File: src/sv/gds_pkg.sv
// Shared types, codes and calendar helpers for the date subtractor.
// No dependencies; used by every file under sv/.
`default_nettype none
package gds_pkg;

   // Width of the shared add/subtract unit (holds year*12+11)
   localparam int AluW = 17;

   // Request kinds
   localparam logic [1:0] KindDays   = 2'd0;
   localparam logic [1:0] KindMonths = 2'd1;
   localparam logic [1:0] KindYears  = 2'd2;

   // Result status codes
   localparam logic [1:0] StOk      = 2'd0;
   localparam logic [1:0] StUnder   = 2'd1;
   localparam logic [1:0] StInvalid = 2'd2;

   localparam logic [13:0] YearMax = 14'd9999;

   typedef struct packed {
      logic [1:0]  kind;
      logic [15:0] amount;
      logic [13:0] year_in;
      logic [3:0]  month_in;
      logic [4:0]  day_in;
   } req_type;

   typedef struct packed {
      logic [13:0] year_out;
      logic [3:0]  month_out;
      logic [4:0]  day_out;
      logic [1:0]  status;
   } rsp_type;

   // Shared unit control and flags
   typedef struct packed {
      logic sub;
   } alu_ctl_type;

   typedef struct packed {
      logic ge;     // a >= b on a subtract
      logic zero;   // result is zero
   } alu_flags_type;

   localparam logic [4:0] MonthLen [12] = '{
      5'd31, 5'd28, 5'd31, 5'd30, 5'd31, 5'd30,
      5'd31, 5'd31, 5'd30, 5'd31, 5'd30, 5'd31
   };

   // Length of a month; zero for a month code outside 1..12
   function automatic logic [4:0] days_in_month(input logic [3:0] month, input logic leap);
      logic [4:0] len;
      len = 5'd0;
      if (month == 4'd2) begin
         len = leap ? 5'd29 : 5'd28;
      end else if (month >= 4'd1 && month <= 4'd12) begin
         len = MonthLen[month - 4'd1];
      end
      return len;
   endfunction

endpackage
`default_nettype wire

File: src/sv/gregorian_date_subtract.sv
// Gregorian date subtractor: days, months or years back from a date.
// It first finds the year's place in the 400-year cycle; day mode then adds two month walks
// and takes whole years back one at a time, while month and year modes find the place of
// the result year again before they finish. One word at a time; busy falls with the strobe.
// Synchronous active-high reset returns the sequencer to idle with no strobe pending.
`default_nettype none
module gregorian_date_subtract (
   input  logic             clock,
   input  logic             reset,
   input  logic             start,
   output logic             busy,
   input  gds_pkg::req_type req_data,
   output logic             rsp_valid,
   output gds_pkg::rsp_type rsp_data
);
   import gds_pkg::*;

   typedef enum logic [3:0] {
      S_IDLE, S_M400, S_M100, S_CHECK, S_DOY, S_YEARS, S_SUBAMT, S_FIND,
      S_MUL_A, S_MUL_B, S_SUB12, S_CMPAMT, S_DIV, S_DIVEND, S_YRSUB, S_ADJUST
   } state_type;

   state_type      state_ff;
   logic           rsp_valid_ff;
   rsp_type        rsp_ff;
   logic [1:0]     kind_ff;
   logic [15:0]    amt_ff;
   logic [13:0]    yin_ff;
   logic [3:0]     min_ff;
   logic [4:0]     din_ff;
   logic [13:0]    yr_ff;
   logic [AluW-1:0] acc_ff;
   logic [3:0]     rem_ff;
   logic [8:0]     m400_ff;
   logic [6:0]     m100_ff;
   logic [3:0]     mi_ff;
   logic           pass2_ff;

   alu_ctl_type     alu_ctl;
   logic [AluW-1:0] alu_a;
   logic [AluW-1:0] alu_b;
   logic [AluW-1:0] alu_res;
   alu_flags_type   alu_flags;

   logic       leap;
   logic       leap_next;
   logic [8:0] m400_in;
   logic [6:0] m100_in;
   logic [13:0] yr_in;
   logic [4:0] dim_mi;
   logic [4:0] dim_in;
   logic       date_ok;
   logic [30:0] div_prod;
   logic [13:0] div_q;
   logic [3:0] rem_in;
   logic [4:0] adj_day;

   gds_alu u_alu (
      .ctl    (alu_ctl),
      .a      (alu_a),
      .b      (alu_b),
      .result (alu_res),
      .flags  (alu_flags)
   );

   // Leap flag of the working year from its residues mod 400 and mod 100
   assign leap = (m400_ff == 9'd0) || ((m100_ff != 7'd0) && (yr_ff[1:0] == 2'b00));

   // Step the residues one year back
   assign yr_in   = yr_ff - 14'd1;
   assign m400_in = (m400_ff == 9'd0) ? 9'd399 : m400_ff - 9'd1;
   assign m100_in = (m100_ff == 7'd0) ? 7'd99 : m100_ff - 7'd1;
   assign leap_next = (m400_in == 9'd0) || ((m100_in != 7'd0) && (yr_in[1:0] == 2'b00));

   assign dim_mi = days_in_month(mi_ff, leap);
   assign dim_in = days_in_month(min_ff, leap);

   // Divide by twelve: quarter the index, then multiply by the reciprocal of three
   assign div_prod = {16'd0, acc_ff[AluW-1:2]} * 31'd43691;
   assign div_q    = div_prod[30:17];
   // Remainder from the low bits only, since it is below twelve
   assign rem_in   = acc_ff[3:0] - ({div_q[0], 3'b000} + {div_q[1:0], 2'b00});

   assign date_ok = (yin_ff != 14'd0) && (yin_ff <= YearMax) &&
                    (min_ff != 4'd0) && (min_ff <= 4'd12) &&
                    (din_ff != 5'd0) && (din_ff <= dim_in);

   // Clamp for month mode, Feb 29 fixup for year mode
   always_comb begin
      adj_day = din_ff;
      if (kind_ff == KindMonths) begin
         if (din_ff > dim_mi) begin
            adj_day = dim_mi;
         end
      end else if (min_ff == 4'd2 && din_ff == 5'd29 && !leap) begin
         adj_day = 5'd28;
      end
   end

   // Operand select for the shared unit
   always_comb begin
      alu_ctl.sub = 1'b1;
      alu_a = '0;
      alu_b = '0;
      case (state_ff)
         S_M400: begin
            alu_a = acc_ff;
            alu_b = AluW'(400);
         end
         S_M100: begin
            alu_a = acc_ff;
            alu_b = AluW'(100);
         end
         S_DOY: begin
            alu_ctl.sub = 1'b0;
            alu_a = acc_ff;
            alu_b = {{(AluW-5){1'b0}}, dim_mi};
         end
         S_YEARS: begin
            alu_a = {{(AluW-16){1'b0}}, amt_ff};
            alu_b = acc_ff;
         end
         S_SUBAMT, S_CMPAMT: begin
            alu_a = acc_ff;
            alu_b = {{(AluW-16){1'b0}}, amt_ff};
         end
         S_FIND: begin
            alu_a = acc_ff;
            alu_b = {{(AluW-5){1'b0}}, dim_mi};
         end
         S_MUL_A: begin
            alu_ctl.sub = 1'b0;
            alu_a = {yin_ff, 3'b000};
            alu_b = {1'b0, yin_ff, 2'b00};
         end
         S_MUL_B: begin
            alu_ctl.sub = 1'b0;
            alu_a = acc_ff;
            alu_b = {{(AluW-4){1'b0}}, min_ff - 4'd1};
         end
         S_SUB12: begin
            alu_a = acc_ff;
            alu_b = AluW'(12);
         end
         S_DIVEND: begin
            alu_ctl.sub = 1'b0;
            alu_a = acc_ff;
            alu_b = AluW'(1);
         end
         S_YRSUB: begin
            alu_a = {3'b000, yin_ff};
            alu_b = {{(AluW-16){1'b0}}, amt_ff};
         end
         default: begin
            alu_ctl.sub = 1'b1;
         end
      endcase
   end

   // Sequencer, working registers and result register
   always_ff @(posedge clock) begin
      if (reset) begin
         state_ff     <= S_IDLE;
         rsp_valid_ff <= 1'b0;
      end else begin
         rsp_valid_ff <= 1'b0;
         case (state_ff)
            S_IDLE: begin
               if (start) begin
                  kind_ff  <= req_data.kind;
                  amt_ff   <= req_data.amount;
                  yin_ff   <= req_data.year_in;
                  min_ff   <= req_data.month_in;
                  din_ff   <= req_data.day_in;
                  yr_ff    <= req_data.year_in;
                  acc_ff   <= {3'b000, req_data.year_in};
                  pass2_ff <= 1'b0;
                  state_ff <= S_M400;
               end
            end
            S_M400: begin
               if (alu_flags.ge) begin
                  acc_ff <= alu_res;
               end else begin
                  m400_ff  <= acc_ff[8:0];
                  state_ff <= S_M100;
               end
            end
            S_M100: begin
               if (alu_flags.ge) begin
                  acc_ff <= alu_res;
               end else begin
                  m100_ff  <= acc_ff[6:0];
                  state_ff <= pass2_ff ? S_ADJUST : S_CHECK;
               end
            end
            S_CHECK: begin
               if (!date_ok) begin
                  rsp_ff       <= '{yin_ff, min_ff, din_ff, StInvalid};
                  rsp_valid_ff <= 1'b1;
                  state_ff     <= S_IDLE;
               end else begin
                  case (kind_ff)
                     KindDays: begin
                        if (amt_ff == 16'd0) begin
                           rsp_ff       <= '{yin_ff, min_ff, din_ff, StOk};
                           rsp_valid_ff <= 1'b1;
                           state_ff     <= S_IDLE;
                        end else begin
                           acc_ff   <= {{(AluW-5){1'b0}}, din_ff};
                           mi_ff    <= 4'd1;
                           state_ff <= S_DOY;
                        end
                     end
                     KindMonths: begin
                        state_ff <= S_MUL_A;
                     end
                     KindYears: begin
                        state_ff <= S_YRSUB;
                     end
                     default: begin
                        rsp_ff       <= '{yin_ff, min_ff, din_ff, StOk};
                        rsp_valid_ff <= 1'b1;
                        state_ff     <= S_IDLE;
                     end
                  endcase
               end
            end
            // Day of year: add lengths of the months before the start month
            S_DOY: begin
               if (mi_ff < min_ff) begin
                  acc_ff <= alu_res;
                  mi_ff  <= mi_ff + 4'd1;
               end else begin
                  state_ff <= S_YEARS;
               end
            end
            // Take whole years back while the remainder reaches past them
            S_YEARS: begin
               if (alu_flags.ge) begin
                  amt_ff <= alu_res[15:0];
                  if (yr_ff == 14'd1) begin
                     rsp_ff       <= '{yin_ff, min_ff, din_ff, StUnder};
                     rsp_valid_ff <= 1'b1;
                     state_ff     <= S_IDLE;
                  end else begin
                     yr_ff   <= yr_in;
                     m400_ff <= m400_in;
                     m100_ff <= m100_in;
                     acc_ff  <= leap_next ? AluW'(366) : AluW'(365);
                  end
               end else begin
                  state_ff <= S_SUBAMT;
               end
            end
            S_SUBAMT: begin
               acc_ff   <= alu_res;
               mi_ff    <= 4'd1;
               state_ff <= S_FIND;
            end
            // Walk months of the final year until the day fits
            S_FIND: begin
               if (mi_ff < 4'd12 && alu_flags.ge && !alu_flags.zero) begin
                  acc_ff <= alu_res;
                  mi_ff  <= mi_ff + 4'd1;
               end else begin
                  rsp_ff       <= '{yr_ff, mi_ff, acc_ff[4:0], StOk};
                  rsp_valid_ff <= 1'b1;
                  state_ff     <= S_IDLE;
               end
            end
            // Month index: year*12 + month-1, less twelve, less the amount
            S_MUL_A: begin
               acc_ff   <= alu_res;
               state_ff <= S_MUL_B;
            end
            S_MUL_B: begin
               acc_ff   <= alu_res;
               state_ff <= S_SUB12;
            end
            S_SUB12: begin
               acc_ff   <= alu_res;
               state_ff <= S_CMPAMT;
            end
            S_CMPAMT: begin
               if (!alu_flags.ge) begin
                  rsp_ff       <= '{yin_ff, min_ff, din_ff, StUnder};
                  rsp_valid_ff <= 1'b1;
                  state_ff     <= S_IDLE;
               end else begin
                  acc_ff   <= alu_res;
                  state_ff <= S_DIV;
               end
            end
            // Load quotient into acc and hold the remainder
            S_DIV: begin
               acc_ff   <= {3'b000, div_q};
               rem_ff   <= rem_in;
               state_ff <= S_DIVEND;
            end
            // Year is quotient plus one, the twelve taken off earlier
            S_DIVEND: begin
               acc_ff   <= alu_res;
               yr_ff    <= alu_res[13:0];
               mi_ff    <= rem_ff + 4'd1;
               pass2_ff <= 1'b1;
               state_ff <= S_M400;
            end
            S_YRSUB: begin
               if (!alu_flags.ge || alu_flags.zero) begin
                  rsp_ff       <= '{yin_ff, min_ff, din_ff, StUnder};
                  rsp_valid_ff <= 1'b1;
                  state_ff     <= S_IDLE;
               end else begin
                  acc_ff   <= alu_res;
                  yr_ff    <= alu_res[13:0];
                  mi_ff    <= min_ff;
                  pass2_ff <= 1'b1;
                  state_ff <= S_M400;
               end
            end
            S_ADJUST: begin
               rsp_ff       <= '{yr_ff, mi_ff, adj_day, StOk};
               rsp_valid_ff <= 1'b1;
               state_ff     <= S_IDLE;
            end
            default: begin
               state_ff <= S_IDLE;
            end
         endcase
      end
   end

   assign busy      = (state_ff != S_IDLE);
   assign rsp_valid = rsp_valid_ff;
   assign rsp_data  = rsp_ff;

endmodule
`default_nettype wire

File: src/sv/gds_alu.sv
// Shared add/subtract and compare unit of the date subtractor.
// Depends on gds_pkg for widths and control types.
`default_nettype none
module gds_alu (
   input  gds_pkg::alu_ctl_type      ctl,
   input  logic [gds_pkg::AluW-1:0]  a,
   input  logic [gds_pkg::AluW-1:0]  b,
   output logic [gds_pkg::AluW-1:0]  result,
   output gds_pkg::alu_flags_type    flags
);
   import gds_pkg::*;

   logic [AluW:0] sum;

   // Add, or add the complement plus one; carry out means no borrow
   assign sum = {1'b0, a} + {1'b0, (ctl.sub ? ~b : b)} + {{AluW{1'b0}}, ctl.sub};
   assign result = sum[AluW-1:0];
   assign flags.ge = sum[AluW];
   assign flags.zero = (sum[AluW-1:0] == '0);

endmodule
`default_nettype wire

File: config.mk
export PLATFORM = sky130hd
export DESIGN_NAME = gregorian_date_subtract
export DESIGN_NICKNAME = d
export VERILOG_FILES = /design/src/sv/gds_pkg.sv /design/src/sv/gregorian_date_subtract.sv /design/src/sv/gds_alu.sv
export SDC_FILE = /design/constraint.sdc
export NUM_CORES = 1
export LEC_CHECK = 0
export BUFFER_PORTS_ARGS = -buffer_cell sky130_fd_sc_hd__clkbuf_2
export CORE_UTILIZATION = 40
export DETAILED_ROUTE_END_ITERATION = 6
export PLACE_DENSITY = 0.56
export SLEW_MARGIN = 0
export SYNTH_ARGS = -nofsm -noshare
export SYNTH_HDL_FRONTEND = slang
export SYNTH_SLANG_ARGS = --single-unit
File: constraint.sdc
create_clock -name clock -period 13 [get_ports clock]
set_input_delay 0 -clock clock [delete_from_list [all_inputs] [get_ports clock]]
set_output_delay 0 -clock clock [all_outputs]
set_load 0.005 [all_outputs]
* Word-level counts from Yosys, hierarchy flattened
Memories as Yosys holds them, arrays and structs flattened. Cells that the tools add are included.
Storage, ports and cells: flip-flop bits (word level) 127, bits in latches 0, bits in writable memories 0, bits in read-only memories 160, bits of input ports 44, word-level logic and storage cells 236, memories kept 2
Cells by class: $add $sub $neg 11, multipliers 1, div/mod/pow operators 0, magnitude comparators 11, equality and inequality tests 41, shift-type cells 0, mux-type cells 88, bitwise operators 4, reductions and logical operators 60
Memories:
- (no name shown) | depth 16, bits a word 5, rd ports 1, clocked after memory_dff 0, wr ports 0, RTL line gds_pkg.sv:58 | len = MonthLen[month - 4'd1];
- (no name shown) | depth 16, bits a word 5, rd ports 1, clocked after memory_dff 0, wr ports 0, RTL line gds_pkg.sv:58
Operator list (count):
- $pmux W17 S9 | 2
- $mux W17 | 11
- $mux W25 | 7
- $pmux W25 S6 | 1
- $pmux W17 S4 | 1
- $mux W4 | 16
- $pmux W4 S16 | 1
- $mux W14 | 4
- $pmux W14 S4 | 1
- $mux W5 | 11
- $pmux W25 S2 | 1
- $mux W9 | 4
- $eq A4 B4 Y1 const B | 8
- $mux W16 | 2
- $pmux W16 S2 | 1
- $mul A15 B16 Y31 const B | 1
- $ne A2 B2 Y1 const B | 15
- $mux W7 | 4
- $pmux W4 S6 | 1
- $add A17 B17 Y18 | 1
- $add A18 B1 Y18 | 1
- $logic_not A9 Y1 | 2
- $pmux W9 S2 | 1
- $logic_not A17 Y1 | 1
- other kinds (64) | 118

* Longest topological paths before layout
Gate-level depths: netlist (run 1).
depth in word-level cells 17, mapped depth 23

* Hierarchy
From an unflattened synthesis (run 1), not the netlist that was laid out.
Unflattened totals: cell total of the unflattened synthesis 1395, area, all modules 13020.0 um^2
Modules (own cells, without submodules):
- gregorian_date_subtract | instances 1, cells each 1255, area each 11935.2 um^2, sequential area each 3763.6 um^2
- gds_alu | instances 1, cells each 140, area each 1084.8 um^2, sequential area each 0.0 um^2

* Least setup slack after synthesis (run 1)
Ideal clock, no wire load.
path type register to register, from register state_ff[1], to register rsp_ff, in the netlist rsp_data[0] (enable), setup time 0.446 ns, arrival 5.986 ns, setup slack 6.569 ns, stages on the path, launching flop included 20, path buffers 5, path through dfxtp_1 -> buf_4 -> clkbuf_1 -> clkbuf_1 -> clkbuf_1 -> o21ai_0 -> a222oi_1 -> xor2_1 -> ha_1 -> clkbuf_1 -> a21oi_1 -> o211ai_1 -> a31oi_1 -> o21bai_1 -> a21oi_1 -> xor2_1 -> nand3_1 -> nor4bb_1 -> a41oi_2 -> a211oi_1
On the way: cells in the longest elaborated chain, start to end 12, elaborated cells between the ends (all ways) 40
Ends and longest elaborated chain:
- from (decl) | RTL line gregorian_date_subtract.sv:23 | state_type state_ff;
- from (signal assigned) | RTL line gregorian_date_subtract.sv:194 | state_ff <= pass2_ff ? S_ADJUST : S_CHECK;
- $eq A4 B4 Y1, or another cell as far along | RTL line gregorian_date_subtract.sv:105, gregorian_date_subtract.sv:167
- $reduce_or A3 Y1 (no source line) or $reduce_or A2 Y1 (tied branches)
- $pmux W17 S9 | RTL line gregorian_date_subtract.sv:105 | case (state_ff)
- $not A17 Y17 | RTL line gds_alu.sv:16 | assign sum = {1'b0, a} + {1'b0, (ctl.sub ? ~b : b)} + {{AluW{1'b0}}, ctl.sub};
- $mux W17 | RTL line gds_alu.sv:16
- $add A17 B17 Y18 | RTL line gds_alu.sv:16
- $add A18 B1 Y18 | RTL line gds_alu.sv:16
- $logic_not A17 Y1 | RTL line gds_alu.sv:19 | assign flags.zero = (sum[AluW-1:0] == '0);
- $logic_not A1 Y1 | RTL line gregorian_date_subtract.sv:263 | if (mi_ff < 4'd12 && alu_flags.ge && !alu_flags.zero) begin
- $logic_and A1 B1 Y1 | RTL line gregorian_date_subtract.sv:263
- $ne A2 B2 Y1 (no source line)
- $reduce_and A9 Y1 (no source line) (*)
- to (signal assigned) | RTL line gregorian_date_subtract.sv:267 | rsp_ff <= '{yr_ff, mi_ff, acc_ff[4:0], StOk};
- to (signal assigned) | RTL line gregorian_date_subtract.sv:287 | rsp_ff <= '{yin_ff, min_ff, din_ff, StUnder};
- to (signal assigned) | RTL line gregorian_date_subtract.sv:311 | rsp_ff <= '{yin_ff, min_ff, din_ff, StUnder};
- to (decl) | RTL line gregorian_date_subtract.sv:25 | rsp_type rsp_ff;
Every way passes the cells marked *; elsewhere a longest branch is shown, timed or not. A chain may end at the register's enable or synchronous reset.

* Final worst setup path (run 1)
from register state_ff[3], to register rsp_ff, in the netlist rsp_data[19] (enable)
The elaborated chain is that of the path after synthesis.

==> flow_summary.yaml, run 1 <==
run_status:
  outcome: "finished, final reports clean"
final_layout:
  layout.cell_area.non_filler_sq_um: 14700
  final.fill_count: 2954
  ratio_of_cells_with_drive_above_1_in_the_final_layout_pct: 11.4
  most_frequent_cells_in_the_layout: "153 x sky130_fd_sc_hd__ha_1, 140 x sky130_fd_sc_hd__nand2_1, 137 x sky130_fd_sc_hd__inv_1"
  syn_to_final_growth_pct: 15.0
  layout.cells.most_common: "sky130_fd_sc_hd__ha_1"
  antenna_cells: 0
  layout_nets: 1731
placed_design:
  port-buffer-count: 70
  detailedPlacementHpwl_um: 31900
  place.gp.congestion: 1.02
  dpl_worst_slack_ns: 6.31
  detailed_place.area_sq_um: 13600
clock_tree:
  clk_pin_slew_worst_paths_ns: 0.06
  cts-hold-fix-buffers: 42
  clkLatencyLatePin_ns: 0.44
  cts-resized-gates: 0
  clock_sink_total: 127
  postCtsSetupRepairBufs: 0
  numCtsBuffers: 17
  h_tree_depth: 4
  ctsRootBufferMaster: "sky130_fd_sc_hd__clkbuf_16"
  tritoncts: "yes"
  max-clock-path-buffers: 2
timing:
  max_slew.worst_pin.slew_ns: 1.12
  grt_setup_unrepaired: "no"
  hold_viol_final: 0
  whs_ns: 0.225
  worst_clock_skew_ns: 0.00975
  final.period_utilization_pct: 52.2
  maxClockFrequency_ghz: 0.147
  report.final.setup_viol: 0
  slew_viol_final: 0
  final.setup.tns_ns: 0
  relSlewSlack_pct: 25.4
  postLayoutSetupSlackWorst_ns: 6.22
  finalWorstPathRequiredPeriod_ns: 6.78
critical_path:
  worstSetupStartpointType: "register"
  cp_data_required_time_ns: 13.12
  setup.worst_path.end_class: "register"
  crit_path_cells: "buf_4 -> nand2b_1 -> nor2_1 -> a221o_1 -> nor2_1 -> mux2i_1 -> fa_1 -> a21oi_1 -> o211ai_1 -> a31oi_1 -> o21bai_1 -> a21oi_1 -> xor2_1 -> nand3_1 -> nor4bb_1 -> a41oi_2 -> a211oi_4 -> buf_4"
  timing.critical_path.slowest_cell_delay_ns: 0.84
  crit_fanout: 27
  cp.buffers_inverters: 2
  cp.depth: 18
  worst_path_dominant_cell_family: "compound AO/OA/AOI/OAI gates"
  timing_worst_setup_path_type: "register to register"
  slowest_stage: "sky130_fd_sc_hd__dfxtp_1"
  worstPathArrival_ns: 6.91
  r2r.worst_path.cells: 18
die:
  core.rowCount: 65
  core-area_sq_um: 31500
  floorplan.initialDensity_pct: 40.6
  dieHeight_um: 181
  io_pins: 71
  die-area_sq_um: 32700
  die_x_um: 181
grt:
  first_global_vias: 11000
  grt-ovfl-total: 0
  grt_antenna_before_repair: 0
  grt_use_total_pct: 26.0
  grt_start_max_net_pins: 56
  grt_first_pass_wirelength_um: 64500
yosys:
  synth_edf_count: 122
  ys_types: 79
  yosys_warnings: 0
  asyncSetResetFlopFracSynth_pct: 0
  synthCells: 1375
  synth.ff_latch_count: 127
  seq_area_frac_synth_pct: 29.5
  syn_avg_cell_area_sq_um: 9.29
  mappedNetlistArea_sq_um: 12800
  postSynthNetCount: 1636
  dominantRegCellSynth: "sky130_fd_sc_hd__edfxtp_1"
routing:
  route.detailed.wl_per_inst_um: 22.0
  routed_wl_um: 41500
  detailedRoute.firstPassIterationCount: 6
  drt-vias-per-instance: 5.92
  drt_iter0_drc: 1168
  ant_nets: 0
  route.detailed.drc: 0
  routed-via-count: 11200
hold_path:
  min-delay-path-class: "primary input to register"
  hold-path-cell-count: 5
run:
  max_cap_viol_count: 0
## synthesized netlist by cell type, types with 9 or more instances
library cell / n / area share [%]
sky130_fd_sc_hd__a31oi_1: 12 / 0.59
sky130_fd_sc_hd__nand2_1: 141 / 4.1
sky130_fd_sc_hd__nor2b_1: 13 / 0.64
sky130_fd_sc_hd__mux2_2: 20 / 1.8
sky130_fd_sc_hd__edfxtp_1: 122 / 29
sky130_fd_sc_hd__a221o_1: 11 / 0.86
sky130_fd_sc_hd__a21oi_1: 77 / 3.0
sky130_fd_sc_hd__o21ai_0: 95 / 3.7
sky130_fd_sc_hd__clkbuf_1: 44 / 1.3
sky130_fd_sc_hd__ha_1: 153 / 15
sky130_fd_sc_hd__xnor2_1: 36 / 2.5
sky130_fd_sc_hd__fa_1: 64 / 10
sky130_fd_sc_hd__o211ai_1: 9 / 0.53
sky130_fd_sc_hd__a222oi_1: 14 / 1.1
sky130_fd_sc_hd__nor2_1: 114 / 3.3
sky130_fd_sc_hd__nor4_1: 14 / 0.69
sky130_fd_sc_hd__a221oi_1: 18 / 1.2
sky130_fd_sc_hd__nand4_1: 10 / 0.49
sky130_fd_sc_hd__nand2b_1: 11 / 0.54
sky130_fd_sc_hd__o21a_1: 11 / 0.65
sky130_fd_sc_hd__nand3_1: 22 / 0.86
sky130_fd_sc_hd__a21o_1: 21 / 1.2
sky130_fd_sc_hd__a22oi_1: 19 / 1.1
sky130_fd_sc_hd__o221ai_1: 11 / 0.75
sky130_fd_sc_hd__nor3_1: 24 / 0.94
sky130_fd_sc_hd__xor2_1: 23 / 1.6
sky130_fd_sc_hd__inv_1: 137 / 4.0
## final timing paths
check	to	startpoint	slack (ns)
worst max-delay path	rsp_data[19]	state_ff[3]	6.22
worst max register to register	rsp_data[19]	state_ff[3]	6.22
worst min register to register	rsp_data[17]	yr_ff[6]	0.61
worst min-delay path	pass2_ff	start	0.23
## per-layer routing
| metal | track usage, % | share of wire (%) |
|---|---|---|
| met1 | 35.2 | 45 |
| met2 | 40.0 | 44 |
| met3 | 4.72 | 6.9 |
| met5 | 0 | 0 |
| met4 | 12.4 | 4.7 |
## worst min-delay path, delay by kind of cell
kind | cells | cell delay, ns
compound gates | 1 | 0.07
buf+inv | 1 | 0.14
simple gates | 3 | 0.28
## cells by family after synthesis
logic type	count (synthesis)	synth area share, %
and+or+nand+nor	394	14.4
DFF	127	29.5
buffers and inverters	195	5.82
muxes	24	2.08
AOI/OAI and AO/OA	359	19.2
adders and majority gates	217	25.0
xor gates and xnor gates	59	4.04
## flip-flops by register name, summed over array words and instances, names as in the netlist, 5 cells and up
register	cells
m400_ff	9
yr_ff	14
m100_ff	7
yin_ff	14
amt_ff	16
acc_ff	17
rsp_data	25
din_ff	5
## through the flow
stage                     util [%]  instances
final                         46.7       1885
after global routing          46.7       1885
after CTS                     46.7       1885
after detailed placement      43.2       1811
after global placement        43.2       1811
after floorplan                  -       1375
## cell type report
type	count	area (sq um)	area share, %
repair buffers	133	928	6.32
inverters	138	518	3.53
flip-flops and latches	127	3760	25.6
clock buffers	17	425	2.90
clock inverters	15	235	1.60
well taps	402	503	3.42
multi-input cells	1053	8310	56.6
Power of run 1 is left out: the tool's default activity adds up to more than one toggle a clock period on the data nets, which glitch-free logic cannot reach.
==> run 2: changes to the inputs <==
==> constraint.sdc (replaced) <==
create_clock -name clock -period 6.24 [get_ports clock]
set_input_delay 0 -clock clock [delete_from_list [all_inputs] [get_ports clock]]
set_output_delay 0 -clock clock [all_outputs]
set_load 0.005 [all_outputs]
==> flow_summary.yaml, run 2 (synthesis results as in run 1) <==
routing:
  route.detailed.wl_per_inst_um: 21.9
  drt-vias-per-instance: 5.89
  route.detailed.drc: 2
  drt_iter0_drc: 1144
  detailedRoute.firstPassIterationCount: 7
  routed-via-count: 11400
  routed_wl_um: 42200
  ant_nets: 0
die:
  core.rowCount: 65
  die-area_sq_um: 32700
  io_pins: 71
  floorplan.initialDensity_pct: 40.6
  dieHeight_um: 181
  die_x_um: 181
  core-area_sq_um: 31500
timing:
  finalWorstPathRequiredPeriod_ns: 5.90
  maxClockFrequency_ghz: 0.169
  report.final.setup_viol: 0
  slew_viol_final: 0
  grt_setup_unrepaired: "no"
  hold_viol_final: 0
  final.setup.tns_ns: 0
  worst_clock_skew_ns: 0.0114
  max_slew.worst_pin.slew_ns: 1.17
  relSlewSlack_pct: 21.7
  final.period_utilization_pct: 94.6
critical_path:
  rr_startpoint: "mi_ff[3]"
  timing.critical_path.slowest_cell_delay_ns: 0.56
  worstSetupStartpointType: "register"
  crit_fanout: 16
  crit_path_cells: "nand2_1 -> o21a_1 -> inv_1 -> nor2_1 -> a21oi_1 -> o21ai_0 -> a21oi_1 -> xnor2_1 -> o41ai_1 -> ha_1 -> a21oi_1 -> o21ai_0 -> a21oi_1 -> xnor2_1 -> nor4_1 -> and3_1 -> nand3_1 -> nor4bb_1 -> a41oi_2 -> a211oi_4 -> buf_4"
  worst_path_dominant_cell_family: "compound AO/OA/AOI/OAI gates"
  setup.worst_path.end_class: "register"
  cp_data_required_time_ns: 6.36
  slowest_stage: "sky130_fd_sc_hd__edfxtp_1"
  cp.buffers_inverters: 2
  startpoint: "mi_ff[3]"
  critical_path.most_common_cell: "sky130_fd_sc_hd__a21oi_1"
  timing_worst_setup_path_type: "register to register"
  worstPathArrival_ns: 6.02
placed_design:
  detailedPlacementHpwl_um: 32700
  place.gp.congestion: 0.998
  placed_cells_incl_taps: 1855
  port-buffer-count: 70
grt:
  grt_first_pass_wirelength_um: 65000
  grt_start_max_net_pins: 51
  grt-ovfl-total: 0
  grt_antenna_before_repair: 0
  grt_use_total_pct: 26.3
  first_global_vias: 11100
clock_tree:
  postCtsSetupRepairBufs: 0
  numCtsBuffers: 17
  h_tree_depth: 4
  clk_pin_slew_worst_paths_ns: 0.06
  clock_sink_total: 127
  tritoncts: "yes"
  max-clock-path-buffers: 2
  clkLatencyLatePin_ns: 0.44
  ctsRootBufferMaster: "sky130_fd_sc_hd__clkbuf_16"
final_layout:
  ff_latch_area_sq_um: 3760
  post_layout_nonfiller_instances: 1929
  layout.cells.most_common: "sky130_fd_sc_hd__ha_1"
  syn_to_final_growth_pct: 17.7
  largest_register_ffs: 25
  layout_nets: 1775
  final.fill_count: 2972
  ratio_of_cells_with_drive_above_1_in_the_final_layout_pct: 14.0
  most_frequent_cells_in_the_layout: "153 x sky130_fd_sc_hd__ha_1, 140 x sky130_fd_sc_hd__nand2_1, 137 x sky130_fd_sc_hd__inv_1"
  antenna_cells: 0
  multi_input_comb_area_sq_um: 8320
hold_path:
  min-delay-path-class: "primary input to register"
  timing.hold.worst.start: "start"
run_status:
  outcome: "complete, but fails checks"
  violations: "DRC"
run:
  max_cap_viol_count: 0
[run 2: cell types whose count changed in the layout (fill, tap and decap cells not counted), moves of 2 or more]
cell	delta
sky130_fd_sc_hd__buf_12	+3
sky130_fd_sc_hd__buf_4	+41
sky130_fd_sc_hd__clkinv_4	-3
sky130_fd_sc_hd__clkinvlp_4	+3
sky130_fd_sc_hd__clkbuf_8	+2
[run 2: final timing paths]
kind / cells past startpoint / end / slack (ns)
setup / recovery: 21 / rsp_data[18] / 0.34
hold / removal: 5 / pass2_ff / 0.23
setup reg to reg: 21 / rsp_data[18] / 0.34
hold reg to reg: 1 / mi_ff[0] / 0.59
[run 2: area by class of cell]
class	instances	area share [%]
Timing Repair Buffer	177	8.62
Sequential cell	127	25.0
Multi-Input combinational cell	1053	55.3
Tap cell	402	3.34
Clock buffer	19	3.01
Inverter	138	3.44
Clock inverter	13	1.24
[run 2: layer usage]
layer	vias to the layer above	GRT usage, %	part of all wire, %
li1	5282	-	-
met1	5460	35.5	43
met2	525	40.8	44
met3	95	5.56	8.3
met4	0	10.9	3.8
met5	-	0	0
[run 2: repair_timing]
item,CTS,global route
gates resized for setup,0,1
hold buffers,42,0
endpoints found under the hold margin,61,0
setup endpoints to repair,0,1
[run 2: per-stage QoR]
stage          hold WS (ns)  util (%)  area (sq um)  worst slack [ns]
2_1_floorplan        0.0989         -         12800             0.463
3_3_place_gp          0.179      44.4         14000             0.410
3_5_place_dp          0.179      44.4         14000             0.328
4_1_cts               0.213      47.8         15000             0.290
5_1_grt               0.267      47.8         15000            0.0896
6_report              0.229      47.8         15000             0.339
[run 2: worst reg2reg max path: cells and delay by family, from the launching register on]
family / cells / cell delay, ns
AOI/OAI and AO/OA: 10 / 2.41
xor gates and xnor gates: 2 / 0.29
adders and majority gates: 1 / 0.24
buffers and inverters: 2 / 0.48
DFF: 1 / 0.56
and+or+nand+nor: 6 / 1.61
Power of run 2 is left out for the same reason.
==> run 3: changes to the inputs <==
--- a/config.mk
+++ b/config.mk
@@ -8,7 +8,7 @@
 export BUFFER_PORTS_ARGS = -buffer_cell sky130_fd_sc_hd__clkbuf_2
 export CORE_UTILIZATION = 40
 export DETAILED_ROUTE_END_ITERATION = 6
-export PLACE_DENSITY = 0.56
+export PLACE_DENSITY = 0.58
 export SLEW_MARGIN = 0
 export SYNTH_ARGS = -nofsm -noshare
 export SYNTH_HDL_FRONTEND = slang
==> constraint.sdc (replaced) <==
create_clock -name clock -period 4.8 [get_ports clock]
set_input_delay 0 -clock clock [delete_from_list [all_inputs] [get_ports clock]]
set_output_delay 0 -clock clock [all_outputs]
set_load 0.005 [all_outputs]
==> flow_summary.yaml, run 3 (synthesis results as in run 1) <==
die:
  io_pins: 71
  core-area_sq_um: 31500
  dieHeight_um: 181
  floorplan.initialDensity_pct: 40.6
  die-area_sq_um: 32700
  die_x_um: 181
  core.rowCount: 65
clock_tree:
  ctsRootBufferMaster: "sky130_fd_sc_hd__clkbuf_16"
  clkLatencyLatePin_ns: 0.44
  tritoncts: "yes"
  clock_sink_total: 127
  numCtsBuffers: 17
  max-clock-path-buffers: 2
  clk_pin_slew_worst_paths_ns: 0.06
  h_tree_depth: 4
timing:
  final.period_utilization_pct: 115
  slew_viol_final: 0
  postLayoutSetupSlackWorst_ns: -0.739
  report.final.setup_viol: 81
  worst_clock_skew_ns: 0.0120
  max_slew.worst_pin.slew_ns: 1.18
  hold_viol_final: 0
  final.setup.tns_ns: -19.54
  finalWorstPathRequiredPeriod_ns: 5.54
  maxClockFrequency_ghz: 0.181
  relSlewSlack_pct: 20.2
  grt_setup_unrepaired: "yes"
run_status:
  violations: "setup timing"
  outcome: "complete, but fails checks"
final_layout:
  layout.cells.most_common: "sky130_fd_sc_hd__buf_4"
  syn_to_final_growth_pct: 37.9
  ratio_of_cells_with_drive_above_1_in_the_final_layout_pct: 31.2
  final_core_utilization_pct: 56.0
  antenna_cells: 0
  layout_nets: 2034
  largest_register_ffs: 25
  most_frequent_cells_in_the_layout: "299 x sky130_fd_sc_hd__buf_4, 144 x sky130_fd_sc_hd__ha_1, 140 x sky130_fd_sc_hd__nand2_1"
routing:
  routed_wl_um: 47200
  drt_iter0_drc: 1073
  drt-vias-per-instance: 5.72
  detailedRoute.firstPassIterationCount: 6
  ant_nets: 0
  route.detailed.drc: 0
  routed-via-count: 12500
  route.detailed.wl_per_inst_um: 21.6
critical_path:
  worstPathArrival_ns: 5.73
  setup.worst_path.end_class: "register"
  crit_fanout: 3
  worstSetupStartpointType: "register"
  cp_data_required_time_ns: 4.99
  timing_worst_setup_path_type: "register to register"
placed_design:
  port-buffer-count: 70
  detailedPlacementHpwl_um: 36900
  place.gp.congestion: 0.996
run:
  max_cap_viol_count: 0
grt:
  first_global_vias: 12500
  grt_start_max_net_pins: 51
  grt_antenna_before_repair: 0
  grt_use_total_pct: 29.3
  grt-ovfl-total: 0
  grt_first_pass_wirelength_um: 72300
hold_path:
  min-delay-path-class: "primary input to register"
-- run 3: cell type report --
type                    count  area (sq um)
fillers                  2816         13900
repair buffers            436          3380
flip-flops and latches    127          3770
well taps                 402           503
multi-input cells        1053          8850
inverters                 138           519
clock inverters            14           166
clock buffers              18           429
-- run 3: final timing paths --
check	slack (ns)	startpoint	cells after the start	to
setup / recovery	-0.74	acc_ff[15]	20	acc_ff[11]
hold / removal	0.23	start	5	pass2_ff
setup reg to reg	-0.74	acc_ff[15]	20	acc_ff[11]
hold reg to reg	0.59	rem_ff[0]	1	mi_ff[0]
-- run 3: routing by layer --
| metal | share of wire, % | wire [um] | GRT usage [%] | vias up |
|---|---|---|---|---|
| met4 | 4.0 | 1870 | 12.2 | 0 |
| met5 | 0 | 0 | 0 | - |
| li1 | - | - | - | 5810 |
| met3 | 7.4 | 3510 | 5.32 | 95 |
| met1 | 42 | 19900 | 38.0 | 6087 |
| met2 | 46 | 21900 | 47.9 | 533 |
-- run 3: metrics by stage --
stage,area (sq um),setup slack (ns),hold WS [ns],std cells
finish,17600,-0.739,0.228,2188
global route,17600,-0.930,0.260,2188
CTS,17400,-0.705,0.177,2184
detailed placement,15700,-0.742,0.179,2070
global placement,15700,-0.683,0.178,2070
floorplan,12900,-0.541,0.0989,1375
-- run 3: worst max-delay path: stages, from the launching register on --
cell and delay (ns):
sky130_fd_sc_hd__edfxtp_1 0.42, sky130_fd_sc_hd__ha_1 0.32, sky130_fd_sc_hd__inv_2 0.04, sky130_fd_sc_hd__fa_1 0.48
sky130_fd_sc_hd__fa_1 0.50, sky130_fd_sc_hd__inv_1 0.05, sky130_fd_sc_hd__fa_1 0.45, sky130_fd_sc_hd__fa_1 0.51
sky130_fd_sc_hd__fa_1 0.43, sky130_fd_sc_hd__ha_1 0.31, sky130_fd_sc_hd__a21o_1 0.16, sky130_fd_sc_hd__a21o_1 0.18
sky130_fd_sc_hd__a21oi_2 0.13, sky130_fd_sc_hd__o21ai_1 0.08, sky130_fd_sc_hd__a21oi_2 0.20, sky130_fd_sc_hd__nand4b_1 0.16
sky130_fd_sc_hd__a21o_1 0.20, sky130_fd_sc_hd__a211oi_2 0.11, sky130_fd_sc_hd__o21ai_2 0.18, sky130_fd_sc_hd__a211oi_1 0.10
sky130_fd_sc_hd__a211o_1 0.29
-- run 3: what timing repair did --
item,CTS,global route
hold buffers,42,0
hold endpoints to repair,61,0
cloned,3,0
resized for setup,69,44
pin swaps,47,34
endpoints found under the setup margin,82,94
buffers inserted,38,7
Power of run 3 is left out for the same reason.
